<file path="config.mk">
export PLATFORM = sky130hd
export DESIGN_NAME = cigs_blend
export DESIGN_NICKNAME = d
export VERILOG_FILES = /design/src/rtl/cosine_interp_graph_scaler_macros.svh /design/src/rtl/cigs_pkg.sv /design/src/rtl/cigs_blend.sv
export SDC_FILE = /design/constraint.sdc
export NUM_CORES = 2
export LEC_CHECK = 0
export ABC_AREA = 1
export BUFFER_PORTS_ARGS = -buffer_cell sky130_fd_sc_hd__buf_2
export CORE_ASPECT_RATIO = 0.75
export CORE_MARGIN = 2
export CORE_UTILIZATION = 41
export CTS_CLUSTER_SIZE = 12
export DETAILED_ROUTE_END_ITERATION = 8
export GPL_TIMING_DRIVEN = 0
export PLACE_DENSITY_LB_ADDON = 0.12
export RECOVER_POWER = 25
export SYNTH_ARGS = -nofsm -noshare
export SYNTH_HDL_FRONTEND = slang
export SYNTH_SLANG_ARGS = --single-unit
</file>
<file path="constraint.sdc">
create_clock -name clock -period 19.62 [get_ports clock]
set_input_delay 1.962 -clock clock [delete_from_list [all_inputs] [get_ports clock]]
set_output_delay 1.962 -clock clock [all_outputs]
set_load 0.1 [all_outputs]
</file>
<file path="src/rtl/cosine_interp_graph_scaler_macros.svh">
// assertion macros shared by the scaler rtl
// no dependencies; included by modules that carry checks
`ifndef COSINE_INTERP_GRAPH_SCALER_MACROS_SVH
`define COSINE_INTERP_GRAPH_SCALER_MACROS_SVH

// same-cycle implication
`define CIGS_ASSERT_IMPLY(label, clk, rst, ante, cons) \
   label: assert property (@(posedge clk) disable iff (rst) (ante) |-> (cons)) \
      else $error("cigs implication check failed");

// next-cycle implication
`define CIGS_ASSERT_NEXT(label, clk, rst, ante, cons) \
   label: assert property (@(posedge clk) disable iff (rst) (ante) |=> (cons)) \
      else $error("cigs next-cycle check failed");

`endif

</file>
<file path="src/rtl/cigs_pkg.sv">
// types, widths and the cosine weight function of the graph scaler
// no dependencies; imported by every rtl module of the block
`default_nettype none

package cigs_pkg;

   localparam int COLUMN_W   = 10;
   localparam int HEIGHT_W   = 12;
   localparam int SAMPLE_W   = 16;
   localparam int INDEX_W    = 7;
   localparam int STEP_W     = 24;
   localparam int GH_W       = 10;
   localparam int FS_W       = 16;
   localparam int USED_W     = 8;
   localparam int CSR_DATA_W = 24;
   localparam int FRAC_W     = 16;
   localparam int POS_W      = COLUMN_W + STEP_W;
   localparam int POS_INT_W  = POS_W - FRAC_W;
   localparam int WEIGHT_W   = 17;
   localparam int BLEND_W    = 32;
   localparam int SCALED_W   = BLEND_W + GH_W;
   localparam int DIVIDEND_W = SCALED_W - FRAC_W;
   localparam int QUO_W      = HEIGHT_W;
   localparam int DIV_CMP_W  = FS_W + QUO_W;

   localparam int FRONT_STAGES = 3;
   localparam int STORE_STAGES = 1;
   localparam int BLEND_STAGES = 3;
   localparam int DIV_STEPS    = 2;
   localparam int DIV_STAGES   = QUO_W / DIV_STEPS;

   localparam logic [WEIGHT_W-1:0] WEIGHT_ONE = 17'h10000;
   localparam logic [HEIGHT_W-1:0] HEIGHT_MAX = 12'hFFF;

   localparam logic [STEP_W-1:0] STEP_FACTOR_RST  = 24'd65536;
   localparam logic [GH_W-1:0]   PLOT_HEIGHT_RST  = 10'd64;
   localparam logic [FS_W-1:0]   FULL_SCALE_RST   = 16'd300;
   localparam logic [USED_W-1:0] SAMPLES_USED_RST = 8'd64;

   localparam logic [63:0] PI_Q28  = 64'd843314857;
   localparam logic [63:0] ONE_Q28 = 64'd268435456;
   localparam int TAYLOR_TERMS = 12;
   localparam logic [63:0] TAYLOR_DIV [TAYLOR_TERMS] = '{
      64'd2, 64'd12, 64'd30, 64'd56, 64'd90, 64'd132,
      64'd182, 64'd240, 64'd306, 64'd380, 64'd462, 64'd552
   };

   typedef enum logic [0:0] {
      FUNC_LOAD  = 1'b0,
      FUNC_QUERY = 1'b1
   } func_type;

   typedef enum logic [1:0] {
      CSR_STEP_FACTOR  = 2'd0,
      CSR_PLOT_HEIGHT  = 2'd1,
      CSR_FULL_SCALE   = 2'd2,
      CSR_SAMPLES_USED = 2'd3
   } csr_index_type;

   typedef struct packed {
      func_type              func;
      logic [INDEX_W-1:0]    sample_index;
      logic [SAMPLE_W-1:0]   sample_value;
      logic [COLUMN_W-1:0]   pixel_column;
   } req_type;

   typedef struct packed {
      logic [COLUMN_W-1:0]   column;
      logic [HEIGHT_W-1:0]   height;
   } rsp_type;

   typedef struct packed {
      logic [STEP_W-1:0]     step_factor;
      logic [GH_W-1:0]       plot_height;
      logic [FS_W-1:0]       full_scale;
      logic [USED_W-1:0]     samples_used;
   } cfg_type;

   // (1 - cos(pi * k / 2^bits)) / 2 in q0.16, integer taylor series in q4.28
   function automatic logic [WEIGHT_W-1:0] cos_weight(input int unsigned k,
                                                      input int unsigned bits);
      logic [63:0]        t;
      logic [63:0]        t2;
      logic [63:0]        term;
      logic signed [63:0] c;
      logic signed [63:0] w;
      int unsigned        n;
      t    = (PI_Q28 * 64'(k)) >> bits;
      t2   = (t * t) >> 28;
      term = ONE_Q28;
      c    = $signed(ONE_Q28);
      for (n = 1; n <= TAYLOR_TERMS; n++) begin
         term = ((term * t2) >> 28) / TAYLOR_DIV[n - 1];
         if (n[0]) begin
            c = c - $signed(term);
         end else begin
            c = c + $signed(term);
         end
      end
      w = $signed(ONE_Q28) - c + 64'sd4096;
      if (w < 64'sd0) begin
         w = 64'sd0;
      end
      w = w >>> 13;
      if (w > $signed(64'(WEIGHT_ONE))) begin
         w = $signed(64'(WEIGHT_ONE));
      end
      return WEIGHT_W'(w);
   endfunction

endpackage

`default_nettype wire

</file>
<file path="src/rtl/cigs_blend.sv">
// blend stages: weighted products, sum, scale by plot height
// depends on cigs_pkg
`default_nettype none

module cigs_blend (
   input  logic                           clock,
   input  logic                           reset,
   input  logic                           in_valid,
   input  logic [cigs_pkg::COLUMN_W-1:0]  in_column,
   input  logic [cigs_pkg::SAMPLE_W-1:0]  in_left,
   input  logic [cigs_pkg::SAMPLE_W-1:0]  in_right,
   input  logic [cigs_pkg::WEIGHT_W-1:0]  in_weight,
   input  cigs_pkg::cfg_type              cfg,
   output logic                           out_valid,
   output logic [cigs_pkg::COLUMN_W-1:0]  out_column,
   output logic [cigs_pkg::SCALED_W-1:0]  out_scaled
);
   import cigs_pkg::*;

   logic                p1_valid_ff;
   logic [COLUMN_W-1:0] p1_column_ff;
   logic [BLEND_W-1:0]  p1_prod_l_ff;
   logic [BLEND_W-1:0]  p1_prod_l_in;
   logic [BLEND_W-1:0]  p1_prod_r_ff;
   logic [BLEND_W-1:0]  p1_prod_r_in;
   logic [WEIGHT_W-1:0] inv_weight;

   logic                p2_valid_ff;
   logic [COLUMN_W-1:0] p2_column_ff;
   logic [BLEND_W-1:0]  p2_sum_ff;
   logic [BLEND_W-1:0]  p2_sum_in;

   logic                p3_valid_ff;
   logic [COLUMN_W-1:0] p3_column_ff;
   logic [SCALED_W-1:0] p3_scaled_ff;
   logic [SCALED_W-1:0] p3_scaled_in;

   // products of the two neighbors, each below 2^32
   assign inv_weight   = WEIGHT_ONE - in_weight;
   assign p1_prod_l_in = BLEND_W'(inv_weight) * BLEND_W'(in_left);
   assign p1_prod_r_in = BLEND_W'(in_weight) * BLEND_W'(in_right);

   always_ff @(posedge clock) begin
      if (reset) begin
         p1_valid_ff <= 1'b0;
      end else begin
         p1_valid_ff <= in_valid;
      end
      p1_column_ff <= in_column;
      p1_prod_l_ff <= p1_prod_l_in;
      p1_prod_r_ff <= p1_prod_r_in;
   end

   assign p2_sum_in = p1_prod_l_ff + p1_prod_r_ff;

   always_ff @(posedge clock) begin
      if (reset) begin
         p2_valid_ff <= 1'b0;
      end else begin
         p2_valid_ff <= p1_valid_ff;
      end
      p2_column_ff <= p1_column_ff;
      p2_sum_ff    <= p2_sum_in;
   end

   assign p3_scaled_in = SCALED_W'(p2_sum_ff) * SCALED_W'(cfg.plot_height);

   always_ff @(posedge clock) begin
      if (reset) begin
         p3_valid_ff <= 1'b0;
      end else begin
         p3_valid_ff <= p2_valid_ff;
      end
      p3_column_ff <= p2_column_ff;
      p3_scaled_ff <= p3_scaled_in;
   end

   assign out_valid  = p3_valid_ff;
   assign out_column = p3_column_ff;
   assign out_scaled = p3_scaled_ff;

endmodule

`default_nettype wire

</file>
---- Word-level counts from Yosys, hierarchy flattened ----
Index checks and enable logic that the tools add are counted.
W data, S select, Z words.
storage, ports and cells
  memories ................................ 0
  register bits after elaboration ......... 171
  word-level logic and storage cells ...... 15
  latch bits .............................. 0
  ROM bits ................................ 0
  input bits .............................. 120
  bits in writable memories ............... 0
operators by class
  $mul .................................... 3
  add/subtract/negate cells ............... 2
  multiplexer cells ....................... 0
  magnitude comparators ................... 0
  divide/modulo/power cells ............... 0
  bitwise gates (word level) .............. 0
  equality and inequality tests ........... 0
  reductions and logical operators ........ 0
  shift operators ......................... 0
operators by type and width
  operator                  number
  $mul A17 B16 Y32          2
  $mul A32 B10 Y42          1
  $add A32 B32 Y32          1
  $sub A17 B17 Y17 const A  1

---- Logic depth before layout (Yosys ltp) ----
  depth in word-level cells ............... 2
  gate-level depth with buffers ........... 36
  depth with buffers taken out ............ 34

---- Worst setup path before layout ----
OpenSTA, ideal clock, no wires.
  kind .................................... input -> register
  start point ............................. in in_weight[1] in the netlist's numbering
  end point ............................... reg p1_prod_l_ff[24]
  setup slack ............................. 11838 ps
  data required time ...................... 19507 ps
  stages on the path ...................... 32
  buffers on the path ..................... 3
  data arrival time ....................... 7669 ps
  cells stage by stage .................... buf_2 -> clkbuf_1 -> inv_1 -> ha_1 -> nand3_1 -> inv_1 -> nand2_1 -> nor2_2 -> nand3_1 -> xor2_1 -> buf_2 -> nand2_1 -> fa_1 -> inv_1 -> fa_1 -> inv_1 -> fa_1 -> fa_1 -> fa_1 -> fa_1 -> inv_1 -> ha_1 -> nand2_1 -> inv_1 -> nand2_1 -> inv_1 -> nand2_1 -> inv_1 -> nand3_1 -> or2_2 -> nand4_1 -> nand2_1
on the way
  word-level cells in the longest chain between the ends .. 2
ends and longest elaborated chain
  item                  line              text
  start, declared       cigs_blend.sv:12  input logic [cigs_pkg::WEIGHT_W-1:0] in_weight,
  $sub A17 B17 Y17      cigs_blend.sv:39  assign inv_weight = WEIGHT_ONE - in_weight;
  $mul A17 B16 Y32      cigs_blend.sv:40  assign p1_prod_l_in = BLEND_W'(inv_weight) * BLEND_W'(in_left);
  net p1_prod_l_in[24]  cigs_blend.sv:23  logic [BLEND_W-1:0] p1_prod_l_in;
  end signal, assigned  cigs_blend.sv:50  p1_prod_l_ff <= p1_prod_l_in;
  end, declared         cigs_blend.sv:22  logic [BLEND_W-1:0] p1_prod_l_ff;
The timed path passes the listed nets, and every way through them passes these cells.
A chain may end at the register's enable or synchronous reset.

---- Final worst setup path ----
  start point ............................. in in_weight[0] in the netlist's numbering
  end point ............................... reg p1_prod_l_ff[30]
The elaborated chain is that of the path after synthesis.

==> results by group <==
Final layout
  – Most used cells in the layout excluding fill and tap cells: nand2_1 (1511), inv_1 (1410), fa_1 (653)
  – Layout Utilization: 44.17%
  – Proportion of layout cells with a drive suffix above 1: 2.986%
  – Most common cell after layout, fill and taps aside: nand2_1
  – Antenna diode instance count: 0
  – Final #Nets: 6228
  – Area Overhead vs Synth: 6.852%

CTS
  – Maximum root-to-sink buffer count: 2
  – Worst-path clk slew: 0.08 ns
  – Clock Sinks: 171
  – Num CTS Buffers: 17
  – CTS tree: built
  – # hold bufs at CTS: 0
  – Clock root buffer: clkbuf_16
  – Worst skew pair latency: 0.47 ns
  – Post-cts resize count: 0
  – Setup Buffers After CTS: 0
  – H-tree levels: 4

Drt
  – Post-route ant nets: 0
  – Iteration-0 DRC Markers: 2287
  – Vias: 30180
  – DRC viols: 0
  – Iteration count of the initial detailed-routing pass: 6
  – Wirelength, routed: 107900 um
  – Routed vias/inst: 4.783
  – Wire per inst: 17.10 um

Global routing
  – First-pass GRT wire length: 171900 um
  – Vias in the first global route: 30360
  – Global-route usage over all layers: 24.65%
  – Congestion Overflow GR: 0
  – Initial antenna violation count: 1
  – Largest net degree at the start of global routing: 19

Floorplan
  – Initial Util: 41.34%
  – DIE AREA: 90650 um^2
  – Die height: 261.2 um
  – Row count: 94
  – Core ar.: 87500 um^2
  – Die width: 347.0 um
  – Num ports: 173

Critical path
  – Slowest-stage cell, CP: buf_1
  – CP max stage delay: 0.91 ns
  – Most frequent CP cell: inv_1
  – Worst path required time: 19.95 ns
  – Critical path endpoint category: flop
  – Max Fanout on Critical Path: 10
  – CP Class: primary input to flop
  – CP Launch Type: primary input
  – Worst path arrival time: 9.68 ns

Synth
  – Synth top area cells: fa_1 (36%), nand2_1 (16%), inv_1 (15%)
  – Netlist Area Pre-Place: 36170 um^2
  – Share of the synthesized area in the top cell type: 36.14%
  – Top_reg_cell synth: dfxtp_1
  – Ys async rst share: 0%
  – Synthesized area per cell: 7.180 um^2
  – Count of different cell masters after synthesis: 37
  – Synth area leader: fa_1
  – Synth Net Count: 6122
  – Synth warn: 0
  – Seq/Total Area, Yosys: 9.463%
  – Number of flops mapped to enable cells by yosys: 0
  – Yosys reg bits: 171
  – Post-Syn Instances: 5038

STA
  – WHS: 0.3277 ns
  – RSZ-0062 raised after global routing: no
  – Final-report hold violation count: 0
  – Fin. max-slew vios: 0
  – Final WS setup: 10.27 ns
  – Crit share post-route: 47.68%
  – Clk_skew: 0.01700 ns
  – Final setup violation count: 0
  – Min Tclk post-route: 9.355 ns
  – Fin Setup TNS: 0 ns
  – Worst slew pin tran: 1.173 ns
  – Achievable frequency: 106.9 MHz
  – Slew HR: 21.80%

Placement
  – HPWL after DPL: 93040 um
  – Routability Congestion: 0.9261
  – Port-buffer cells: 87
  – Pre-CTS WS: 9.934 ns

Min path
  – HP Class: flop to flop

Run status
  – Outcome: finished, final reports clean

Job
  – Max Cap Viol: 0
Yosys cell counts, types with 13 or more instances:
master    instances
ha_1            311
nor2_1          298
xor2_1           60
o21bai_1         13
dfxtp_1         171
o21ai_0          60
clkbuf_1        130
inv_1          1410
nor3_1           24
xnor2_1          17
nand4_1          46
nand3_1         142
a21oi_1         115
nand2_1        1511
fa_1            653
kinds of logic (layout without fill, tap and decap cells):
logic type / Yosys count / in the layout / share of synthesized area [%]
adders and majority gates: 964 / 964 / 46.89
AOI/OAI and AO/OA: 200 / 200 / 2.919
and+or+nand+nor: 2043 / 2043 / 22.32
DFF: 171 / 171 / 9.463
buffers and inverters: 1582 / 1701 / 16.50
xor gates and xnor gates: 78 / 78 / 1.909
per-stage QoR:
| stage | std cells | instance area, um^2 |
|---|---|---|
| 2_1_floorplan | 5038 | 36170 |
| 3_5_place_dp | 6277 | 38050 |
| 4_1_cts | 6309 | 38660 |
| 6_report | 6309 | 38650 |
| 5_1_grt | 6309 | 38650 |
| 3_3_place_gp | 6277 | 38050 |
path summary, 6_finish.rpt:
check | startpoint | endpoint | slack (ns) | cells after the start
setup / recovery | in_weight[0] | p1_prod_l_ff[30] | 10.27 | 32
hold / removal | p2_column_ff[8] | out_column[8] | 0.33 | 0
hold reg to reg | p2_column_ff[8] | out_column[8] | 0.33 | 0
setup reg to reg | p2_sum_ff[13] | out_scaled[33] | 14.01 | 22
registers in the layout, indices dropped and copies added, names as in the netlist:
register      flops
out_column       10
p2_column_ff     10
p1_column_ff     10
out_scaled       42
p1_valid_ff       1
out_valid         1
p1_prod_r_ff     32
p2_sum_ff        32
p2_valid_ff       1
p1_prod_l_ff     32
routing by layer:
metal	GRT usage (%)	up-vias	wire [um]
li1	-	14630	-
met1	37.85	14540	53830
met2	35.17	916	42340
met3	6.151	94	10230
met4	3.986	0	1486
met5	0	-	0
cell type report:
type	instances	area [um^2]
timing repair buffer	87	432.9
inverter	1425	5349
clock inverter	14	175.2
tap	1152	1441
multi-input combinational	3285	26780
fill	9308	48850
sequential	171	3423
clock buffer	18	429.2
buffer	157	619.3
critical path, delay by kind of cell:
| kind | cells | cell delay (ns) |
|---|---|---|
| AND/OR/NAND/NOR | 13 | 1.92 |
| adder cells (fa/ha/maj) | 8 | 3.69 |
| buffers and inverters | 11 | 2.08 |
Power is left out: the tool's default activity adds up to more than one toggle a clock period on the data nets, which glitch-free logic cannot reach.
