$ cat src/rtl/cosine_interp_graph_scaler_macros.svh
// assertion macros shared by the scaler rtl
// no dependencies; included by modules that carry checks
`ifndef COSINE_INTERP_GRAPH_SCALER_MACROS_SVH
`define COSINE_INTERP_GRAPH_SCALER_MACROS_SVH

// same-cycle implication
`define CIGS_ASSERT_IMPLY(label, clk, rst, ante, cons) \
   label: assert property (@(posedge clk) disable iff (rst) (ante) |-> (cons)) \
      else $error("cigs implication check failed");

// next-cycle implication
`define CIGS_ASSERT_NEXT(label, clk, rst, ante, cons) \
   label: assert property (@(posedge clk) disable iff (rst) (ante) |=> (cons)) \
      else $error("cigs next-cycle check failed");

`endif

$ cat src/rtl/cigs_pkg.sv
// types, widths and the cosine weight function of the graph scaler
// no dependencies; imported by every rtl module of the block
`default_nettype none

package cigs_pkg;

   localparam int COLUMN_W   = 10;
   localparam int HEIGHT_W   = 12;
   localparam int SAMPLE_W   = 16;
   localparam int INDEX_W    = 7;
   localparam int STEP_W     = 24;
   localparam int GH_W       = 10;
   localparam int FS_W       = 16;
   localparam int USED_W     = 8;
   localparam int CSR_DATA_W = 24;
   localparam int FRAC_W     = 16;
   localparam int POS_W      = COLUMN_W + STEP_W;
   localparam int POS_INT_W  = POS_W - FRAC_W;
   localparam int WEIGHT_W   = 17;
   localparam int BLEND_W    = 32;
   localparam int SCALED_W   = BLEND_W + GH_W;
   localparam int DIVIDEND_W = SCALED_W - FRAC_W;
   localparam int QUO_W      = HEIGHT_W;
   localparam int DIV_CMP_W  = FS_W + QUO_W;

   localparam int FRONT_STAGES = 3;
   localparam int STORE_STAGES = 1;
   localparam int BLEND_STAGES = 3;
   localparam int DIV_STEPS    = 2;
   localparam int DIV_STAGES   = QUO_W / DIV_STEPS;

   localparam logic [WEIGHT_W-1:0] WEIGHT_ONE = 17'h10000;
   localparam logic [HEIGHT_W-1:0] HEIGHT_MAX = 12'hFFF;

   localparam logic [STEP_W-1:0] STEP_FACTOR_RST  = 24'd65536;
   localparam logic [GH_W-1:0]   PLOT_HEIGHT_RST  = 10'd64;
   localparam logic [FS_W-1:0]   FULL_SCALE_RST   = 16'd300;
   localparam logic [USED_W-1:0] SAMPLES_USED_RST = 8'd64;

   localparam logic [63:0] PI_Q28  = 64'd843314857;
   localparam logic [63:0] ONE_Q28 = 64'd268435456;
   localparam int TAYLOR_TERMS = 12;
   localparam logic [63:0] TAYLOR_DIV [TAYLOR_TERMS] = '{
      64'd2, 64'd12, 64'd30, 64'd56, 64'd90, 64'd132,
      64'd182, 64'd240, 64'd306, 64'd380, 64'd462, 64'd552
   };

   typedef enum logic [0:0] {
      FUNC_LOAD  = 1'b0,
      FUNC_QUERY = 1'b1
   } func_type;

   typedef enum logic [1:0] {
      CSR_STEP_FACTOR  = 2'd0,
      CSR_PLOT_HEIGHT  = 2'd1,
      CSR_FULL_SCALE   = 2'd2,
      CSR_SAMPLES_USED = 2'd3
   } csr_index_type;

   typedef struct packed {
      func_type              func;
      logic [INDEX_W-1:0]    sample_index;
      logic [SAMPLE_W-1:0]   sample_value;
      logic [COLUMN_W-1:0]   pixel_column;
   } req_type;

   typedef struct packed {
      logic [COLUMN_W-1:0]   column;
      logic [HEIGHT_W-1:0]   height;
   } rsp_type;

   typedef struct packed {
      logic [STEP_W-1:0]     step_factor;
      logic [GH_W-1:0]       plot_height;
      logic [FS_W-1:0]       full_scale;
      logic [USED_W-1:0]     samples_used;
   } cfg_type;

   // (1 - cos(pi * k / 2^bits)) / 2 in q0.16, integer taylor series in q4.28
   function automatic logic [WEIGHT_W-1:0] cos_weight(input int unsigned k,
                                                      input int unsigned bits);
      logic [63:0]        t;
      logic [63:0]        t2;
      logic [63:0]        term;
      logic signed [63:0] c;
      logic signed [63:0] w;
      int unsigned        n;
      t    = (PI_Q28 * 64'(k)) >> bits;
      t2   = (t * t) >> 28;
      term = ONE_Q28;
      c    = $signed(ONE_Q28);
      for (n = 1; n <= TAYLOR_TERMS; n++) begin
         term = ((term * t2) >> 28) / TAYLOR_DIV[n - 1];
         if (n[0]) begin
            c = c - $signed(term);
         end else begin
            c = c + $signed(term);
         end
      end
      w = $signed(ONE_Q28) - c + 64'sd4096;
      if (w < 64'sd0) begin
         w = 64'sd0;
      end
      w = w >>> 13;
      if (w > $signed(64'(WEIGHT_ONE))) begin
         w = $signed(64'(WEIGHT_ONE));
      end
      return WEIGHT_W'(w);
   endfunction

endpackage

`default_nettype wire

$ cat src/rtl/cigs_div.sv
// pipelined restoring divider by full scale, two quotient bits per stage, saturating
// depends on cigs_pkg and cosine_interp_graph_scaler_macros.svh
`default_nettype none
`include "cosine_interp_graph_scaler_macros.svh"

module cigs_div (
   input  logic                           clock,
   input  logic                           reset,
   input  logic                           in_valid,
   input  logic [cigs_pkg::COLUMN_W-1:0]  in_column,
   input  logic [cigs_pkg::SCALED_W-1:0]  in_scaled,
   input  cigs_pkg::cfg_type              cfg,
   output logic                           out_valid,
   output cigs_pkg::rsp_type              out_rsp
);
   import cigs_pkg::*;

   localparam int LAST = DIV_STAGES - 1;

   logic                  vld_ff [DIV_STAGES];
   logic                  sat_ff [DIV_STAGES];
   logic [COLUMN_W-1:0]   col_ff [DIV_STAGES];
   logic [DIVIDEND_W-1:0] rem_ff [DIV_STAGES];
   logic [QUO_W-1:0]      quo_ff [DIV_STAGES];
   logic [DIVIDEND_W-1:0] dividend;

   function automatic logic [DIVIDEND_W:0] div_step(input logic [DIVIDEND_W-1:0] rem,
                                                    input logic [FS_W-1:0] divisor,
                                                    input int unsigned sh);
      logic [DIV_CMP_W-1:0] shifted;
      logic [DIV_CMP_W-1:0] wide_rem;
      shifted  = DIV_CMP_W'(divisor) << sh;
      wide_rem = DIV_CMP_W'(rem);
      if (wide_rem >= shifted) begin
         return {1'b1, DIVIDEND_W'(wide_rem - shifted)};
      end else begin
         return {1'b0, rem};
      end
   endfunction

   // dropping the low 16 bits first gives the same floor
   assign dividend = in_scaled[SCALED_W-1 -: DIVIDEND_W];

   for (genvar s = 0; s < DIV_STAGES; s++) begin : g_stage
      localparam int HI = QUO_W - 1 - DIV_STEPS * s;

      logic                  prev_valid;
      logic                  prev_sat;
      logic [COLUMN_W-1:0]   prev_col;
      logic [DIVIDEND_W-1:0] prev_rem;
      logic [QUO_W-1:0]      prev_quo;
      logic [DIVIDEND_W:0]   step_hi;
      logic [DIVIDEND_W:0]   step_lo;
      logic [QUO_W-1:0]      quo_in;

      if (s == 0) begin : g_head
         // quotient of 4096 or more, or zero full scale, saturates
         assign prev_valid = in_valid;
         assign prev_sat   = DIV_CMP_W'(dividend) >= (DIV_CMP_W'(cfg.full_scale) << QUO_W);
         assign prev_col   = in_column;
         assign prev_rem   = dividend;
         assign prev_quo   = '0;
      end else begin : g_body
         assign prev_valid = vld_ff[s-1];
         assign prev_sat   = sat_ff[s-1];
         assign prev_col   = col_ff[s-1];
         assign prev_rem   = rem_ff[s-1];
         assign prev_quo   = quo_ff[s-1];
      end

      assign step_hi = div_step(prev_rem, cfg.full_scale, HI);
      assign step_lo = div_step(step_hi[DIVIDEND_W-1:0], cfg.full_scale, HI - 1);

      always_comb begin
         quo_in         = prev_quo;
         quo_in[HI]     = step_hi[DIVIDEND_W];
         quo_in[HI - 1] = step_lo[DIVIDEND_W];
      end

      always_ff @(posedge clock) begin
         if (reset) begin
            vld_ff[s] <= 1'b0;
         end else begin
            vld_ff[s] <= prev_valid;
         end
         sat_ff[s] <= prev_sat;
         col_ff[s] <= prev_col;
         rem_ff[s] <= step_lo[DIVIDEND_W-1:0];
         quo_ff[s] <= quo_in;
      end
   end

   assign out_valid      = vld_ff[LAST];
   assign out_rsp.column = col_ff[LAST];
   assign out_rsp.height = sat_ff[LAST] ? HEIGHT_MAX : quo_ff[LAST];

   `CIGS_ASSERT_IMPLY(a_div_remainder_bound, clock, reset, vld_ff[LAST] && !sat_ff[LAST], DIV_CMP_W'(rem_ff[LAST]) < DIV_CMP_W'(cfg.full_scale))

endmodule

`default_nettype wire

$ cat config.mk
export PLATFORM = sky130hd
export DESIGN_NAME = cigs_div
export DESIGN_NICKNAME = d
export VERILOG_FILES = /design/src/rtl/cigs_pkg.sv /design/src/rtl/cigs_div.sv
export VERILOG_INCLUDE_DIRS = /design/src /design/src/rtl
export SDC_FILE = /design/constraint.sdc
export NUM_CORES = 1
export LEC_CHECK = 0
export CORE_UTILIZATION = 35
export DETAILED_ROUTE_END_ITERATION = 16
export DONT_BUFFER_PORTS = 1
export PLACE_DENSITY = 0.53
export SETUP_SLACK_MARGIN = 0.3
export SYNTH_ARGS = -nofsm -noshare
export SYNTH_HDL_FRONTEND = slang
export SYNTH_SLANG_ARGS = --single-unit
export TNS_END_PERCENT = 5
$ cat constraint.sdc
create_clock -name clock -period 7.5 [get_ports clock]
set_input_delay 0 -clock clock [delete_from_list [all_inputs] [get_ports clock]]
set_output_delay 0 -clock clock [all_outputs]
set_load 0.01 [all_outputs]
After elaboration in Yosys (flattened, before gate mapping)
Memories as Yosys holds them, arrays and structs flattened.
Cells that the tools add are included.
Word-level totals
  register bits: 0
  bits in latches: 0
  RAM bits: 300
  bits in read-only memories: 0
  bits of input ports: 113
  output and inout bits: 23
  word-level logic and storage cells: 58
  memories: 5
Memory list
  rem_ff: depth 6, width 26, rd ports 5, clocked after Yosys merged registers in 0, wr ports 6, RTL line cigs_div.sv:23  | logic [DIVIDEND_W-1:0] rem_ff [DIV_STAGES];
  quo_ff: depth 6, width 12, rd ports 6, clocked after Yosys merged registers in 0, wr ports 6, RTL line cigs_div.sv:24  | logic [QUO_W-1:0] quo_ff [DIV_STAGES];
  col_ff: depth 6, width 10, rd ports 6, clocked after Yosys merged registers in 0, wr ports 6, RTL line cigs_div.sv:22  | logic [COLUMN_W-1:0] col_ff [DIV_STAGES];
  sat_ff: depth 6, width 1, rd ports 6, clocked after Yosys merged registers in 0, wr ports 6, RTL line cigs_div.sv:21  | logic sat_ff [DIV_STAGES];
  vld_ff: depth 6, width 1, rd ports 6, clocked after Yosys merged registers in 0, wr ports 6, RTL line cigs_div.sv:20  | logic vld_ff [DIV_STAGES];
Cells by class
  add/subtract/negate cells: 12
  multipliers: 0
  divide/modulo/power cells: 0
  magnitude comparators: 13
  equality and inequality tests: 0
  shifts and indexed selects: 0
  muxes and demuxes: 22
  bitwise logic cells: 6
  reduce and logical (&&, ||, !) cells: 0
Operators by type and width (number)
  $mux W27: 12
  $sub A26 B26 Y26: 2
  $ge A26 B28 Y1: 1
  $ge A26 B27 Y1: 1
  $ge A26 B16 Y1: 1
  $ge A26 B17 Y1: 1
  $ge A26 B18 Y1: 1
  $ge A26 B19 Y1: 1
  $ge A26 B20 Y1: 1
  $ge A26 B21 Y1: 1
  $ge A26 B22 Y1: 1
  $ge A26 B23 Y1: 1
  $ge A26 B24 Y1: 1
  $ge A26 B25 Y1: 1
  $ge A26 B26 Y1: 1
  $sub A26 B16 Y26: 1
  $sub A26 B17 Y26: 1
  $sub A26 B18 Y26: 1
  $sub A26 B19 Y26: 1
  $sub A26 B20 Y26: 1
  $sub A26 B21 Y26: 1
  $sub A26 B22 Y26: 1
  $sub A26 B23 Y26: 1
  $sub A26 B24 Y26: 1
  4 further kinds: 17

Longest topological paths before layout
An unclocked memory read counts as a cell.
  word-level depth: 5
  gate-level depth with buffers: 26
  gate-level depth less buffers: 23

Worst setup path after synthesis
OpenSTA, ideal clock, no wires.
  kind: input-to-reg
  start point: in cfg[9] (netlist bit)
  end point: mem rem_ff[0][10] (netlist bit)
  setup time: 70 ps
  data arrival time: 5986 ps
  data required time: 7430 ps
  slack: 1444 ps
  stages: 24
  path buffers: 4
  path through: inv_1 > fa_1 > a21o_1 > a21o_1 > nand2_1 > a21oi_1 > a21o_1 > nand2_1 > a311oi_1 > clkbuf_1 > mux2_2 > ha_1 > a21oi_1 > o21bai_1 > a2111oi_0 > nor3_1 > a2111oi_1 > o31ai_1 > o211a_1 > a211o_1 > buf_2 > buf_2 > buf_2 > a21oi_1
RTL lines
  start: declaration: RTL line cigs_div.sv:12  | input cigs_pkg::cfg_type cfg,
  end: declaration: RTL line cigs_div.sv:23

==> flow_summary_export.csv <==
group,metric,value,unit
clocking,cts_setup_buffers,0,
worst_hold_path,holdCritPathClass,"in -> reg",
timing,fin_setup_tns,0,ns
routing,antenna_left,0,
global_route,grt_pass1_vias,14150,
synthesis,synth_cell_type_count,84,
pwr,fin_total_pwr,10.60,mW
synthesis,ys_top_cells_by_count,"244 x dfxtp_1, 205 x ha_1, 171 x a21oi_1",
synthesis,synthMuxAreaShare,5.727,%
clocking,clock_tree.root_cell,"clkbuf_16",
setup_path,start_kind,"primary input",
setup_path,arrival,7.16,ns
synthesis,synth.avg_cell_area,8.690,um^2
setup_path,max_stage_delay,0.67,ns
clocking,cts-htree-levels,1,
clocking,clockBufferDepth,3,
synthesis,synth_top_family_by_area,"compound AO/OA/AOI/OAI gates",
setup_path,critPathRequiredTime,7.96,ns
clocking,cts_tree,"built",
clocking,numCtsBuffers,30,
cells_and_area,num_antenna_cells,0,
pwr,p_sw,4.734,mW
synthesis,yosys.area_share.simple,16.86,%
pwr,internal_power,5.866,mW
timing,setup_slack,0.7990,ns
global_route,grt_overflow,0,
run_status,outcome,"finished clean",
synthesis,synth_area_leaders,"dfxtp_1 29%, ha_1 15%, xnor2_1 5.3%, a21oi_1 5.1%, mux2_2 4.6%",
synthesis,synth.most_common_cell,"dfxtp_1",
cells_and_area,fin_area,19360,um^2
setup_path,cp_num_cells,25,
timing,fmax,0.1492,GHz
timing,period_needed,6.701,ns
timing,min_period_over_period,89.35,%
global_route,grt_pass1_wl,76010,um
routing,dr.first_iter.drc_count,759,
setup_path,crit_type,"in -> reg",
placed_design,placed_area,17690,um^2
global_route,grt_usage,19.51,%
timing,maxSlewHeadroom,29.81,%
worst_hold_path,hp-start,"in_scaled[39]",
pwr,switching_share,44.66,%
die,die-area,49080,um^2
pwr,p_per_area,547.4,nW/um^2
clocking,clock_latency,0.58,ns
routing,vias,14350,
die,initial_core_util,35.40,%
synthesis,ys_ff_latch,244,
synthesis,yosys.area.top_type,"dfxtp_1",
synthesis,syn-cell-area,16870,um^2
clocking,cts.sinks,244,
die,rows,80,
synthesis,synthAdderAreaFrac,16.51,%
synthesis,synth_flop_cell,"dfxtp_1",
synthesis,synth_top_area_share,28.96,%
setup_path,reg2reg_from,"rem_ff[2][6]",
synthesis,synth_edf_count,0,
pwr,irDropWorstVdd,0.2546,mV
timing,worst_pin_slew,1.053,ns
placed_design,dp_hpwl,36720,um
routing,drt-total-wl,48110,um
timing,rsz0062_at_grt,"false",
placed_design,pre_cts_ws,0.8487,ns
placed_design,io_buffer_count,0,
pwr,clock_power_share,14.2,%
synthesis,synth-seq-area-share,28.96,%
cells_and_area,syn2layout_area_growth,14.80,%
die,core_area,47650,um^2
routing,viasPerCell,5.386,
die,die_w,221.5,um
routing,wl_per_cell,18.05,um
pwr,seqPwrFrac,18.6,%
placed_design,dp.cells,2549,
setup_path,crit_start,"in_scaled[27]",
timing,setup-violations-final,0,
routing,drc,0,
timing,whs,0.02105,ns
synthesis,synthXorXnorAreaFrac,7.945,%
clocking,path_clk_slew,0.06,ns
cells_and_area,instances_no_fill,2665,
global_route,antenna_found_initial,0,
synthesis,postSynthCellCount,1941,
cells_and_area,fin_nets,2359,
setup_path,cp.buffers_inverters,4,
pwr,combPwrFrac,67.2,%
synthesis,async_flop_share,0,%
setup_path,r2r_cells,20,
setup_path,crit_slowest_cell,"a2111oi_0",
setup_path,end_kind,"flop",
cells_and_area,final_layout_size_suffix_gt1_share,9.854,%
pwr,leakage,8.274,nW
routing,first_pass_iters,5,
worst_hold_path,whs_path_depth,4,
synthesis,yosysWarnings,0,
placed_design,gp_congestion,0.8776,
global_route,grt_max_degree,32,
die,boundaryPins,136,
setup_path,path_max_fanout,26,
timing,drv_slew,0,
setup_path,cp_top_family,"compound AO/OA/AOI/OAI gates",
cells_and_area,final_core_util,40.64,%
synthesis,synth_compound_area_share,21.06,%
timing,hold_violations,0,
timing,clock_skew,0.01250,ns
synthesis,syn-num-nets,2270,
die,die_y,221.5,um
run,max_cap_violations,0,
## repair_timing
| item | in CTS | in global routing |
|---|---|---|
| hold buffers | 64 | 0 |
| endpoints found under the setup margin | 0 | 0 |
| gates resized for setup | 0 | 0 |
| hold endpoints to repair | 53 | 0 |
## worst paths after layout
check	slack (ns)	to
max	0.80	rem_ff[0][10]
min	0.02	rem_ff[0][23]
max reg2reg	0.83	rem_ff[3][17]
min reg2reg	0.32	sat_ff[4]
## flip-flops by register name (all words and copies together), names as in the netlist
| name | count |
|---|---|
| col_ff | 60 |
| quo_ff | 42 |
| rem_ff | 130 |
| sat_ff | 6 |
| vld_ff | 6 |
## cell families after synthesis
family,count (synthesis)
fa+ha+maj,216
xor+xnor,153
flops,244
simple gates,569
compound gates,551
buf+inv,122
mux,86
## worst register-to-register path, stage by stage (launching register included)
cell	delay [ns]
dfxtp_1	0.37
ha_1	0.26
nor2b_1	0.15
o31a_1	0.28
o31a_1	0.35
o31ai_4	0.35
o31ai_2	0.16
nor2_1	0.41
clkinv_1	0.25
nor2_1	0.14
a21oi_1	0.09
fa_1	0.45
a21oi_1	0.21
o21ai_1	0.13
a2111oi_0	0.51
nor3_1	0.22
a22o_1	0.27
o41ai_2	0.38
nand2_1	0.08
or4b_1	1.01
mux2_4	0.47
## placed cells by master, fill, tap and decap left out, types with 6 or more instances in the layout
| cell type | synthesis | routed |
|---|---|---|
| a211oi_1 | 15 | 15 |
| a21boi_0 | 8 | 8 |
| a21o_1 | 62 | 62 |
| a21oi_1 | 171 | 171 |
| a31o_2 | 7 | 7 |
| a31oi_1 | 11 | 11 |
| and2_1 | 8 | 8 |
| and3_1 | 18 | 18 |
| buf_4 | 0 | 27 |
| clkbuf_16 | 0 | 30 |
| clkbuf_8 | 0 | 6 |
| dfxtp_1 | 244 | 244 |
| dlygate4sd3_1 | 0 | 64 |
| fa_1 | 11 | 11 |
| ha_1 | 205 | 205 |
| inv_1 | 84 | 84 |
| mux2_2 | 69 | 69 |
| mux2i_1 | 11 | 11 |
| nand2_1 | 142 | 142 |
| nand2b_1 | 25 | 25 |
| nand3_1 | 32 | 32 |
| nand4_1 | 25 | 25 |
| nor2_1 | 151 | 151 |
| nor2b_1 | 35 | 35 |
| nor3_1 | 36 | 35 |
| nor4_1 | 14 | 14 |
| o211ai_1 | 9 | 9 |
| o21a_1 | 32 | 32 |
| o21ai_0 | 122 | 122 |
| o21bai_1 | 18 | 18 |
| o31a_1 | 6 | 6 |
| o31ai_1 | 21 | 21 |
| or2_2 | 24 | 24 |
| or3_1 | 19 | 19 |
| or4_1 | 14 | 14 |
| xnor2_1 | 102 | 102 |
| xor2_1 | 51 | 51 |
## area by class of cell
cell class	instances	area, um^2
inverters	88	330.3
clock inverters	13	192.7
flip-flops and latches	244	4885
well taps	615	769.5
multi-input cells	1575	11500
repair buffers	91	843.3
fillers	4730	28280
clock buffers	39	844.6
## layer usage
metal  GRT usage [%]  part of all wire (%)  up-vias
met5               0                     0        -
met4           8.289                   4.2        0
met3           3.313                   4.5       84
met2           32.71                    46      273
met1           24.67                    45     6724
li1                -                     -     7272
## power groups by stage
stage	Combinational [mW]	Clock, mW	Sequential [mW]
after CTS	7.11	1.55	1.98
after floorplan	5.66	0	1.89
after global routing	7.98	1.60	2.01
final	7.13	1.50	1.97
after global placement	6.96	0	2.00
after detailed placement	7.02	0	2.00
Power figures use the tool's default switching activity.
