### src/rtl/cosine_interp_graph_scaler_macros.svh
// assertion macros shared by the scaler rtl
// no dependencies; included by modules that carry checks
`ifndef COSINE_INTERP_GRAPH_SCALER_MACROS_SVH
`define COSINE_INTERP_GRAPH_SCALER_MACROS_SVH

// same-cycle implication
`define CIGS_ASSERT_IMPLY(label, clk, rst, ante, cons) \
   label: assert property (@(posedge clk) disable iff (rst) (ante) |-> (cons)) \
      else $error("cigs implication check failed");

// next-cycle implication
`define CIGS_ASSERT_NEXT(label, clk, rst, ante, cons) \
   label: assert property (@(posedge clk) disable iff (rst) (ante) |=> (cons)) \
      else $error("cigs next-cycle check failed");

`endif

### src/rtl/cigs_pkg.sv
// types, widths and the cosine weight function of the graph scaler
// no dependencies; imported by every rtl module of the block
`default_nettype none

package cigs_pkg;

   localparam int COLUMN_W   = 10;
   localparam int HEIGHT_W   = 12;
   localparam int SAMPLE_W   = 16;
   localparam int INDEX_W    = 7;
   localparam int STEP_W     = 24;
   localparam int GH_W       = 10;
   localparam int FS_W       = 16;
   localparam int USED_W     = 8;
   localparam int CSR_DATA_W = 24;
   localparam int FRAC_W     = 16;
   localparam int POS_W      = COLUMN_W + STEP_W;
   localparam int POS_INT_W  = POS_W - FRAC_W;
   localparam int WEIGHT_W   = 17;
   localparam int BLEND_W    = 32;
   localparam int SCALED_W   = BLEND_W + GH_W;
   localparam int DIVIDEND_W = SCALED_W - FRAC_W;
   localparam int QUO_W      = HEIGHT_W;
   localparam int DIV_CMP_W  = FS_W + QUO_W;

   localparam int FRONT_STAGES = 3;
   localparam int STORE_STAGES = 1;
   localparam int BLEND_STAGES = 3;
   localparam int DIV_STEPS    = 2;
   localparam int DIV_STAGES   = QUO_W / DIV_STEPS;

   localparam logic [WEIGHT_W-1:0] WEIGHT_ONE = 17'h10000;
   localparam logic [HEIGHT_W-1:0] HEIGHT_MAX = 12'hFFF;

   localparam logic [STEP_W-1:0] STEP_FACTOR_RST  = 24'd65536;
   localparam logic [GH_W-1:0]   PLOT_HEIGHT_RST  = 10'd64;
   localparam logic [FS_W-1:0]   FULL_SCALE_RST   = 16'd300;
   localparam logic [USED_W-1:0] SAMPLES_USED_RST = 8'd64;

   localparam logic [63:0] PI_Q28  = 64'd843314857;
   localparam logic [63:0] ONE_Q28 = 64'd268435456;
   localparam int TAYLOR_TERMS = 12;
   localparam logic [63:0] TAYLOR_DIV [TAYLOR_TERMS] = '{
      64'd2, 64'd12, 64'd30, 64'd56, 64'd90, 64'd132,
      64'd182, 64'd240, 64'd306, 64'd380, 64'd462, 64'd552
   };

   typedef enum logic [0:0] {
      FUNC_LOAD  = 1'b0,
      FUNC_QUERY = 1'b1
   } func_type;

   typedef enum logic [1:0] {
      CSR_STEP_FACTOR  = 2'd0,
      CSR_PLOT_HEIGHT  = 2'd1,
      CSR_FULL_SCALE   = 2'd2,
      CSR_SAMPLES_USED = 2'd3
   } csr_index_type;

   typedef struct packed {
      func_type              func;
      logic [INDEX_W-1:0]    sample_index;
      logic [SAMPLE_W-1:0]   sample_value;
      logic [COLUMN_W-1:0]   pixel_column;
   } req_type;

   typedef struct packed {
      logic [COLUMN_W-1:0]   column;
      logic [HEIGHT_W-1:0]   height;
   } rsp_type;

   typedef struct packed {
      logic [STEP_W-1:0]     step_factor;
      logic [GH_W-1:0]       plot_height;
      logic [FS_W-1:0]       full_scale;
      logic [USED_W-1:0]     samples_used;
   } cfg_type;

   // (1 - cos(pi * k / 2^bits)) / 2 in q0.16, integer taylor series in q4.28
   function automatic logic [WEIGHT_W-1:0] cos_weight(input int unsigned k,
                                                      input int unsigned bits);
      logic [63:0]        t;
      logic [63:0]        t2;
      logic [63:0]        term;
      logic signed [63:0] c;
      logic signed [63:0] w;
      int unsigned        n;
      t    = (PI_Q28 * 64'(k)) >> bits;
      t2   = (t * t) >> 28;
      term = ONE_Q28;
      c    = $signed(ONE_Q28);
      for (n = 1; n <= TAYLOR_TERMS; n++) begin
         term = ((term * t2) >> 28) / TAYLOR_DIV[n - 1];
         if (n[0]) begin
            c = c - $signed(term);
         end else begin
            c = c + $signed(term);
         end
      end
      w = $signed(ONE_Q28) - c + 64'sd4096;
      if (w < 64'sd0) begin
         w = 64'sd0;
      end
      w = w >>> 13;
      if (w > $signed(64'(WEIGHT_ONE))) begin
         w = $signed(64'(WEIGHT_ONE));
      end
      return WEIGHT_W'(w);
   endfunction

endpackage

`default_nettype wire

### src/rtl/cigs_front.sv
// front stages: request capture, position multiply, neighbor index and fraction
// depends on cigs_pkg
`default_nettype none

module cigs_front #(
   parameter int SAMPLES           = 128,
   parameter int WEIGHT_TABLE_BITS = 8
) (
   input  logic                           clock,
   input  logic                           reset,
   input  logic                           in_valid,
   input  cigs_pkg::req_type              in_req,
   input  cigs_pkg::cfg_type              cfg,
   output logic                           out_valid,
   output logic                           out_load,
   output logic [cigs_pkg::INDEX_W-1:0]   out_index,
   output logic [cigs_pkg::SAMPLE_W-1:0]  out_value,
   output logic [cigs_pkg::COLUMN_W-1:0]  out_column,
   output logic [$clog2(SAMPLES)-1:0]     out_left,
   output logic [$clog2(SAMPLES)-1:0]     out_right,
   output logic [WEIGHT_TABLE_BITS-1:0]   out_k
);
   import cigs_pkg::*;

   localparam int IDX_W = $clog2(SAMPLES);

   logic                  s1_valid_ff;
   logic                  s1_valid_in;
   req_type               s1_req_ff;
   req_type               s1_req_in;

   logic                  s2_valid_ff;
   logic                  s2_valid_in;
   logic                  s2_load_ff;
   logic                  s2_load_in;
   logic [INDEX_W-1:0]    s2_index_ff;
   logic [SAMPLE_W-1:0]   s2_value_ff;
   logic [COLUMN_W-1:0]   s2_column_ff;
   logic [POS_W-1:0]      s2_pos_ff;
   logic [POS_W-1:0]      s2_pos_in;

   logic                  s3_valid_ff;
   logic                  s3_load_ff;
   logic [INDEX_W-1:0]    s3_index_ff;
   logic [SAMPLE_W-1:0]   s3_value_ff;
   logic [COLUMN_W-1:0]   s3_column_ff;
   logic [IDX_W-1:0]      s3_left_ff;
   logic [IDX_W-1:0]      s3_left_in;
   logic [IDX_W-1:0]      s3_right_ff;
   logic [IDX_W-1:0]      s3_right_in;
   logic [WEIGHT_TABLE_BITS-1:0] s3_k_ff;
   logic [WEIGHT_TABLE_BITS-1:0] s3_k_in;

   logic [POS_INT_W-1:0]  used;
   logic [POS_INT_W-1:0]  last;
   logic [POS_INT_W-1:0]  left_full;

   // stage 1: request capture
   assign s1_valid_in = in_valid;
   assign s1_req_in   = in_req;

   always_ff @(posedge clock) begin
      if (reset) begin
         s1_valid_ff <= 1'b0;
      end else begin
         s1_valid_ff <= s1_valid_in;
      end
      s1_req_ff <= s1_req_in;
   end

   // stage 2: sample position in q18.16
   assign s2_valid_in = s1_valid_ff;
   assign s2_load_in  = (s1_req_ff.func == FUNC_LOAD);
   assign s2_pos_in   = POS_W'(s1_req_ff.pixel_column) * POS_W'(cfg.step_factor);

   always_ff @(posedge clock) begin
      if (reset) begin
         s2_valid_ff <= 1'b0;
      end else begin
         s2_valid_ff <= s2_valid_in;
      end
      s2_load_ff   <= s2_load_in;
      s2_index_ff  <= s1_req_ff.sample_index;
      s2_value_ff  <= s1_req_ff.sample_value;
      s2_column_ff <= s1_req_ff.pixel_column;
      s2_pos_ff    <= s2_pos_in;
   end

   // stage 3: clamp neighbors to the last used sample
   always_comb begin
      used = POS_INT_W'(cfg.samples_used);
      if (used < POS_INT_W'(2)) begin
         used = POS_INT_W'(2);
      end else if (used > POS_INT_W'(SAMPLES)) begin
         used = POS_INT_W'(SAMPLES);
      end
      last      = used - POS_INT_W'(1);
      left_full = s2_pos_ff[POS_W-1:FRAC_W];
      if (left_full >= last) begin
         s3_left_in  = last[IDX_W-1:0];
         s3_right_in = last[IDX_W-1:0];
      end else begin
         s3_left_in  = left_full[IDX_W-1:0];
         s3_right_in = left_full[IDX_W-1:0] + IDX_W'(1);
      end
      s3_k_in = s2_pos_ff[FRAC_W-1 -: WEIGHT_TABLE_BITS];
   end

   always_ff @(posedge clock) begin
      if (reset) begin
         s3_valid_ff <= 1'b0;
      end else begin
         s3_valid_ff <= s2_valid_ff;
      end
      s3_load_ff   <= s2_load_ff;
      s3_index_ff  <= s2_index_ff;
      s3_value_ff  <= s2_value_ff;
      s3_column_ff <= s2_column_ff;
      s3_left_ff   <= s3_left_in;
      s3_right_ff  <= s3_right_in;
      s3_k_ff      <= s3_k_in;
   end

   assign out_valid  = s3_valid_ff;
   assign out_load   = s3_load_ff;
   assign out_index  = s3_index_ff;
   assign out_value  = s3_value_ff;
   assign out_column = s3_column_ff;
   assign out_left   = s3_left_ff;
   assign out_right  = s3_right_ff;
   assign out_k      = s3_k_ff;

endmodule

`default_nettype wire

### config.mk
export PLATFORM = sky130hd
export DESIGN_NAME = cigs_front
export DESIGN_NICKNAME = d
export VERILOG_FILES = /design/src/rtl/cosine_interp_graph_scaler_macros.svh /design/src/rtl/cigs_pkg.sv /design/src/rtl/cigs_front.sv
export SDC_FILE = /design/constraint.sdc
export NUM_CORES = 1
export LEC_CHECK = 0
export BUFFER_PORTS_ARGS = -buffer_cell sky130_fd_sc_hd__buf_2
export CAP_MARGIN = 0
export CORE_MARGIN = 10
export CORE_UTILIZATION = 48
export CTS_CLUSTER_DIAMETER = 30
export DETAILED_ROUTE_END_ITERATION = 8
export PLACE_DENSITY = 0.67
export SLEW_MARGIN = 20
export SYNTH_ARGS = -nofsm -noshare
export SYNTH_HDL_FRONTEND = slang
export SYNTH_SLANG_ARGS = --single-unit
### constraint.sdc
create_clock -name clock -period 14.8 [get_ports clock]
set_input_delay 4.44 -clock clock [delete_from_list [all_inputs] [get_ports clock]]
set_output_delay 4.44 -clock clock [all_outputs]
set_load 0.03 [all_outputs]
# Yosys cells after proc, flatten, opt, wreduce, memory -nomap -nowiden
# Cells that the tools add are included.
[classes]
n_addsub = 2
mul = 1
n_lt_le_gt_ge = 3
n_mux = 4
bitwise_logic = 1
[op_table]
columns = ["operator", "count"]
rows = [
  ["$mul 10x24->34", 1],
  ["$ge 18x18->1", 1],
  ["$sub 18x1->18 const B", 1],
  ["$mux 8", 2],
  ["$mux 7", 2],
  ["$gt 8x8->1 const B", 1],
  ["$lt 8x2->1 const B", 1],
  ["$add 7x1->7 const B", 1],
  ["$not 1->1", 1],
]
[totals]
ff_bits = 161
input_bits = 95
out_inout_bits = 57
word_cells = 30

# Longest topological paths before layout
# Gate-level depths: netlist of run 1.
[depth]
ltp_word = 6
ltp_mapped = 20
depth_no_buf = 19

# Worst setup path after synthesis of run 1
# Ideal clock, no wire load.
[synth_timing]
kind = "in2reg"
from = "input cfg[39] (netlist bit)"
to = "register s2_pos_ff[24]"
setup_time_ns = 0.121
arrival_ns = 9.262
t_required_ns = 14.679
setup_slack_ns = 5.416
stages = 20
n_path_buf = 1
cell_sequence = "clkbuf_1 -> nand2_1 -> fa_1 -> inv_1 -> fa_1 -> inv_1 -> fa_1 -> inv_1 -> fa_1 -> inv_1 -> fa_1 -> inv_1 -> ha_1 -> a21o_1 -> a31o_1 -> a221oi_2 -> a211oi_1 -> or3_4 -> a21oi_2 -> xnor2_1"
[synth_via]
elab_chain_len = 1
[synth_lines]
columns = ["element", "line_no", "text"]
rows = [
  ["from (decl)", "cigs_front.sv:13", "input cigs_pkg::cfg_type cfg,"],
  ["$mul 10x24->34", "cigs_front.sv:74", "assign s2_pos_in = POS_W'(s1_req_ff.pixel_column) * POS_W'(cfg.step_factor);"],
  ["net s2_pos_in[24]", "cigs_front.sv:40", "logic [POS_W-1:0] s2_pos_in;"],
  ["to (signal assigned)", "cigs_front.sv:86", "s2_pos_ff <= s2_pos_in;"],
  ["to (decl)", "cigs_front.sv:39", "logic [POS_W-1:0] s2_pos_ff;"],
]
# The timed path passes the listed nets, and every way through them passes these cells.
# A chain may end at the register's enable or synchronous reset.

# Final worst setup path of run 1
[layout_timing]
from = "input cfg[39] (netlist bit)"
to = "register s2_pos_ff[30]"
# The elaborated chain is that of the path after synthesis.

==> impl_metrics.ini, run 1 <==
[critical_path]
crit_path_top_delay_cell = fa_1
cp_top_family = adder cells
path_buf_inv = 6
critPathKind = in -> reg
slowest_delay_ns = 0.55
r2r-start = s1_req_ff[5]$_DFF_P_
worstPathCellList = buf_2 > nand2_1 > fa_1 > inv_1 > fa_1 > inv_1 > fa_1 > inv_1 > fa_1 > inv_1 > fa_1 > inv_1 > ha_1 > a2111oi_0 > o21ai_1 > a21oi_2 > o211ai_4 > a31oi_2 > o41ai_2 > xor2_1
critical_path_peak_fanout = 10
end_kind = flop
cp.required_ns = 15.10
cp.arrival_ns = 9.58
startpoint = cfg[39]
start_kind = input pin

[run]
cap_violations = 0

[power]
p_sw_mw = 1.38
peakVddDrop_mv = 0.135
switching_share_pct = 46.7
leakagePower_nw = 6.44
combPwrFrac_pct = 65.9
powerDensity_mw_per_mm2 = 230
p_int_mw = 1.57
p_clk_share_pct = 15.2
seq_power_share_pct = 18.9

[layout]
fin_nets = 1587
drive_gt1_share_pct = 14.2
diodes = 0
area_delta_synth_final_pct = 13.3
final_area_sq_mm = 0.0128
layout.cells.non_filler = 1563

[yosys]
syn_inst = 1128
synth_cell_types = 55
yosys.area_share.adder_pct = 40.3
synth_xor_xnor_area_share_pct = 2.47
netlist.area_leader.share_pct = 30.5
yosys_warnings = 0
synthMuxAreaShare_pct = 1.26
synth-simple-area-share_pct = 14.6
synth-edff-count = 0
synthTopCellsByArea = fa_1 (31%), dfxtp_1 (27%), ha_1 (9.7%)
synth_top_cell_by_area = fa_1
async_flop_share_pct = 0
synth_top_family_by_area = adder cells
syn_area_per_cell_sq_um = 10.1
synth_compound_area_share_pct = 6.57
synth_ff_type = dfxtp_1
ys_ff_latch = 153
syn_area_sq_mm = 0.0113
yosysSeqAreaShare_pct = 27.0

[sta]
fmax_ghz = 0.108
fin_skew_ns = 0.0167
drv_slew = 0
setup_tns_ns = 0
period_needed_ns = 9.27
hold_viol_final = 0
rsz0062_at_grt = no
worst-slew-pin-transition_ns = 1.06
fin_crit_sh_pct = 62.7
slew-limit-headroom_pct = 29.0
setup_viol = 0
setup_ws_ns = 5.53

[clock_network]
cts-root-buf = clkbuf_16
clkSinkCount = 153
cts_resized = 0
clk_pin_slew_ns = 0.07
postCtsSetupBuffers = 0
worstSkewPairLatency_ns = 0.43
postCtsHoldBufs = 0
numCtsBuffers = 17
htreeDepth = 4
cts_tree = yes
clk_path_buf_depth = 2

[route]
vias = 7678
ant_nets = 0
routed_wl_mm = 24.5
viasPerCell = 4.91
dr.pass1.iters = 5
wire_per_inst_microns = 15.7
remaining_drc_errors = 0
drtIter0Drc = 332

[global_routing]
track_usage_pct = 16.6
grt_pass1_wl_mm = 41.2
grt_max_degree = 26
grt_overflow = 0
grt_pass1_vias = 8199
antenna_found_initial = 0

[floorplan]
die_x_microns = 174
die_area_sq_mm = 0.0302
initial_core_util_pct = 48.6
core-area_sq_mm = 0.0233
num_rows = 56
io-pin-count = 152
die_h_microns = 174

[min_path]
worstHoldStart = s2_pos_ff[11]$_DFF_P_
hp-class = reg -> reg

[outcome]
outcome = finished clean

[placement]
place_area_sq_mm = 0.0122
post-place-ws_ns = 5.06
post-place-cells = 1531
dp_hpwl_mm = 18.7
place.gp.congestion = 0.847
portBuffers = 125
-- flip-flops by register name, indices dropped and copies added (netlist names) --
register and cells:
out_valid 1, out_left 7, s2_value_ff 16, s2_pos_ff 26
s1_req_ff 34, out_load 1, s2_column_ff 10, s1_valid_ff 1
out_index 7, out_k 8, out_right 7, s2_index_ff 7
out_column 10, s2_valid_ff 1, out_value 16, s2_load_ff 1
-- power groups by stage --
stage | clock network (mW) | logic [mW] | registers [mW]
finish | 0.449 | 1.94 | 0.558
global placement | 0 | 1.91 | 0.566
floorplan | 0 | 1.45 | 0.631
detailed placement | 0 | 1.93 | 0.568
CTS | 0.461 | 1.95 | 0.559
global route | 0.479 | 2.21 | 0.566
-- layout make-up --
type	count	area [sq um]
fill	2131	10500
multi-input combinational	743	7400
sequential	153	3060
inverter	186	698
timing repair buffer	130	663
clock buffer	17	425
tap	319	399
clock inverter	15	198
-- cells in the final DEF, fill, tap and decap left out, drive strengths merged, types with 3 or more instances in the layout --
cell type,count
o21ai,19
clkbuf,17
buf,130
dfxtp,153
nor3,8
nand4,6
nand2,133
or3,3
xnor2,18
conb,4
a21oi,29
a211oi,6
nor2b,8
xor2,14
and2,129
inv,193
o211ai,7
nand3,15
a21o,14
fa,173
clkinv,7
mux2i,12
o21bai,5
nor2,15
a31oi,6
ha,88
nand2b,4
o21a,3
-- through the flow --
stage	power [mW]	utilization [%]	hold WS, ns
floorplan	2.08	-	0.310
global placement	2.47	52.4	0.310
detailed placement	2.50	52.4	0.312
CTS	2.97	55.1	0.320
global route	3.26	55.1	0.324
finish	2.95	55.1	0.320
-- metal layers --
layer	vias up	track usage [%]	routed length, microns
met5	-	0	0
met4	0	4.13	261
li1	3685	-	-
met2	207	26.8	11200
met1	3765	22.4	11700
met3	21	3.29	1290
-- cells by family after synthesis --
logic type	count (synthesis)
buffers and inverters	235
other	1
XOR/XNOR	32
adder cells (fa/ha/maj)	261
AND/OR/NAND/NOR	326
AO/OA/AOI/OAI	106
flip-flops	153
multiplexers	14
-- path summary, 6_finish.rpt --
| kind | endpoint | slack, ns | cells after the start |
|---|---|---|---|
| max | s2_pos_ff[30]$_DFF_P_ | 5.53 | 20 |
| min | out_k[3]$_DFF_P_ | 0.32 | 0 |
| max reg2reg | s2_pos_ff[30]$_DFF_P_ | 8.91 | 18 |
| min reg2reg | out_k[3]$_DFF_P_ | 0.32 | 0 |
-- cell usage after synthesis (8+ instances only) --
library cell,n
and2_1,129
nand3_1,15
mux2i_1,12
inv_1,185
dfxtp_1,153
nor3_1,8
nor2b_1,8
clkbuf_1,47
ha_1,88
xor2_1,14
nor2_1,13
nand2_1,133
o21ai_0,14
a21o_1,14
fa_1,173
a21oi_1,27
xnor2_1,18
(Power assumes the default switching activity.)
==> inputs of run 2 (changes only) <==
--- a/config.mk
+++ b/config.mk
@@ -11,7 +11,7 @@
 export CORE_UTILIZATION = 48
 export CTS_CLUSTER_DIAMETER = 30
 export DETAILED_ROUTE_END_ITERATION = 8
-export PLACE_DENSITY = 0.67
+export PLACE_DENSITY = 0.7
 export SLEW_MARGIN = 20
 export SYNTH_ARGS = -nofsm -noshare
 export SYNTH_HDL_FRONTEND = slang
==> constraint.sdc (replaced) <==
create_clock -name clock -period 8.2 [get_ports clock]
set_input_delay 2.46 -clock clock [delete_from_list [all_inputs] [get_ports clock]]
set_output_delay 2.46 -clock clock [all_outputs]
set_load 0.03 [all_outputs]
==> run 2 against run 1 <==
  * Via count up 2.3%
  * Critical path depth unchanged
  * Core utilization down 0.12 points
  * Combinational power up 82%
  * Critical path type unchanged
  * Non-clock buffer count down 2
  * Total power up 81%
  * Die area unchanged
  * Cell count down 0.13%
  * Clock power up 79%
  * Clock skew down 0.0043 ns
  * Routed wire length up 3.3%
  * Worst setup slack worse by 4.6 ns
==> impl_metrics.ini, run 2 (same netlist as run 1, synthesis figures left out) <==
[clock_network]
clk_path_buf_depth = 2
cts_resized = 0
postCtsSetupBuffers = 0
clkSinkCount = 153
htreeDepth = 4
cts-root-buf = clkbuf_16
cts_tree = yes
worstSkewPairLatency_ns = 0.42
numCtsBuffers = 17
postCtsHoldBufs = 0
clk_pin_slew_ns = 0.07

[layout]
area_delta_synth_final_pct = 13.1
diodes = 0
nFillCells = 2090
largest_reg_flops = 34
final_area_sq_mm = 0.0128
final_cell_mix = inv_1 (185), fa_1 (173), dfxtp_1 (153)
drive_gt1_share_pct = 14.1
top_regs = s1_req_ff: 34 flops, s2_pos_ff: 26 flops
fin_nets = 1585
multi_input_area_sq_mm = 0.00740
final-seq-area_sq_mm = 0.00306
final_common_cell = inv_1
utilization_pct = 55.0
largest_register = s1_req_ff

[critical_path]
worstPathCellList = buf_2 > nand2_1 > fa_1 > inv_1 > fa_1 > inv_1 > fa_1 > inv_1 > fa_1 > inv_1 > fa_1 > inv_1 > ha_1 > a21o_1 > a31o_1 > a221oi_2 > a211oi_1 > nor4_1 > o21ai_1 > xor2_1
start_kind = input pin
rr_worst_depth = 18
critical_path_peak_fanout = 10
r2r_setup_slack_ns = 2.32
critPathKind = in -> reg
slowest_delay_ns = 0.54
timing.rr.end = s2_pos_ff[32]$_DFF_P_
cp_top_family = adder cells
startpoint = cfg[39]
cp.required_ns = 8.51
cp-endpoint = s2_pos_ff[32]$_DFF_P_
cp.arrival_ns = 7.59
end_kind = flop
crit_path_top_delay_cell = fa_1
r2r-start = s1_req_ff[5]$_DFF_P_
path_buf_inv = 6
path_depth = 20

[placement]
place_area_sq_mm = 0.0122
place.gp.congestion = 0.859
portBuffers = 125
dp_hpwl_mm = 19.4

[sta]
setup_viol = 0
setup_tns_ns = 0
hold_viol_final = 0
fin_skew_ns = 0.0124
rsz0062_at_grt = no
period_needed_ns = 7.28
fmax_ghz = 0.137
hold_ws_ns = 0.320
worst-slew-pin-transition_ns = 1.01
slew-limit-headroom_pct = 32.5
fin_crit_sh_pct = 88.8
drv_slew = 0

[route]
ant_nets = 0
vias = 7855
wire_per_inst_microns = 16.2
viasPerCell = 5.03
routed_wl_mm = 25.3
drtIter0Drc = 439
dr.pass1.iters = 5
remaining_drc_errors = 0

[power]
peakVddDrop_mv = 0.239
powerDensity_mw_per_mm2 = 417
leakagePower_nw = 6.42

[global_routing]
antenna_found_initial = 0
grt_pass1_wl_mm = 42.8
grt_pass1_vias = 8436
grt_overflow = 0
track_usage_pct = 17.3
grt_max_degree = 26

[floorplan]
die_x_microns = 174
io-pin-count = 152
initial_core_util_pct = 48.6
die_area_sq_mm = 0.0302
num_rows = 56
core-area_sq_mm = 0.0233
die_h_microns = 174

[min_path]
hp-class = reg -> reg
hold_depth = 0

[outcome]
outcome = finished clean

[run]
cap_violations = 0
## run 2: layout make-up
class / count / area share (%)
flip-flops and latches: 153 / 23.9
multi-input cells: 743 / 57.7
clock inverters: 15 / 1.44
clock buffers: 17 / 3.32
inverters: 186 / 5.44
repair buffers: 128 / 5.05
well taps: 319 / 3.11
## run 2: report_power, final
group | switching (mW) | internal (mW)
Clock | 0.384 | 0.418
Sequential | 0.0689 | 0.944
Combinational | 2.07 | 1.46
Total | 2.52 | 2.82
## run 2: worst min-delay path by stage
stage	startpoint	end	slack (ns)
global placement	s2_column_ff[5]$_DFF_P_	out_column[5]$_DFF_P_	0.31
floorplan	s2_column_ff[0]$_DFF_P_	out_column[0]$_DFF_P_	0.31
CTS	s2_pos_ff[13]$_DFF_P_	out_k[5]$_DFF_P_	0.32
finish	s1_req_ff[23]$_DFF_P_	s2_value_ff[13]$_DFF_P_	0.32
global route	s2_pos_ff[13]$_DFF_P_	out_k[5]$_DFF_P_	0.33
detailed placement	s2_index_ff[0]$_DFF_P_	out_index[0]$_DFF_P_	0.31
## run 2: layer usage
metal  global-route usage [%]  routed length, microns
met1                     23.5                   11800
met2                     28.3                   12000
met3                     2.77                    1340
met4                     4.03                     205
met5                        0                       0
## run 2: worst register-to-register path: cells and delay by family, from the launching register on
family                     cells  cell delay, ns
adders and majority gates      6            2.68
and+or+nand+nor                2            0.62
xor gates and xnor gates       1            0.16
buffers and inverters          4            0.21
DFF                            1            0.99
AOI/OAI and AO/OA              5            1.12
## run 2: stage by stage
stage	total power, mW	cells	setup WS [ns]
6_report	5.35	1561	0.917
3_3_place_gp	4.47	1529	0.500
5_1_grt	5.88	1561	0.637
2_1_floorplan	3.76	1131	0.796
4_1_cts	5.39	1561	0.903
3_5_place_dp	4.54	1529	0.451
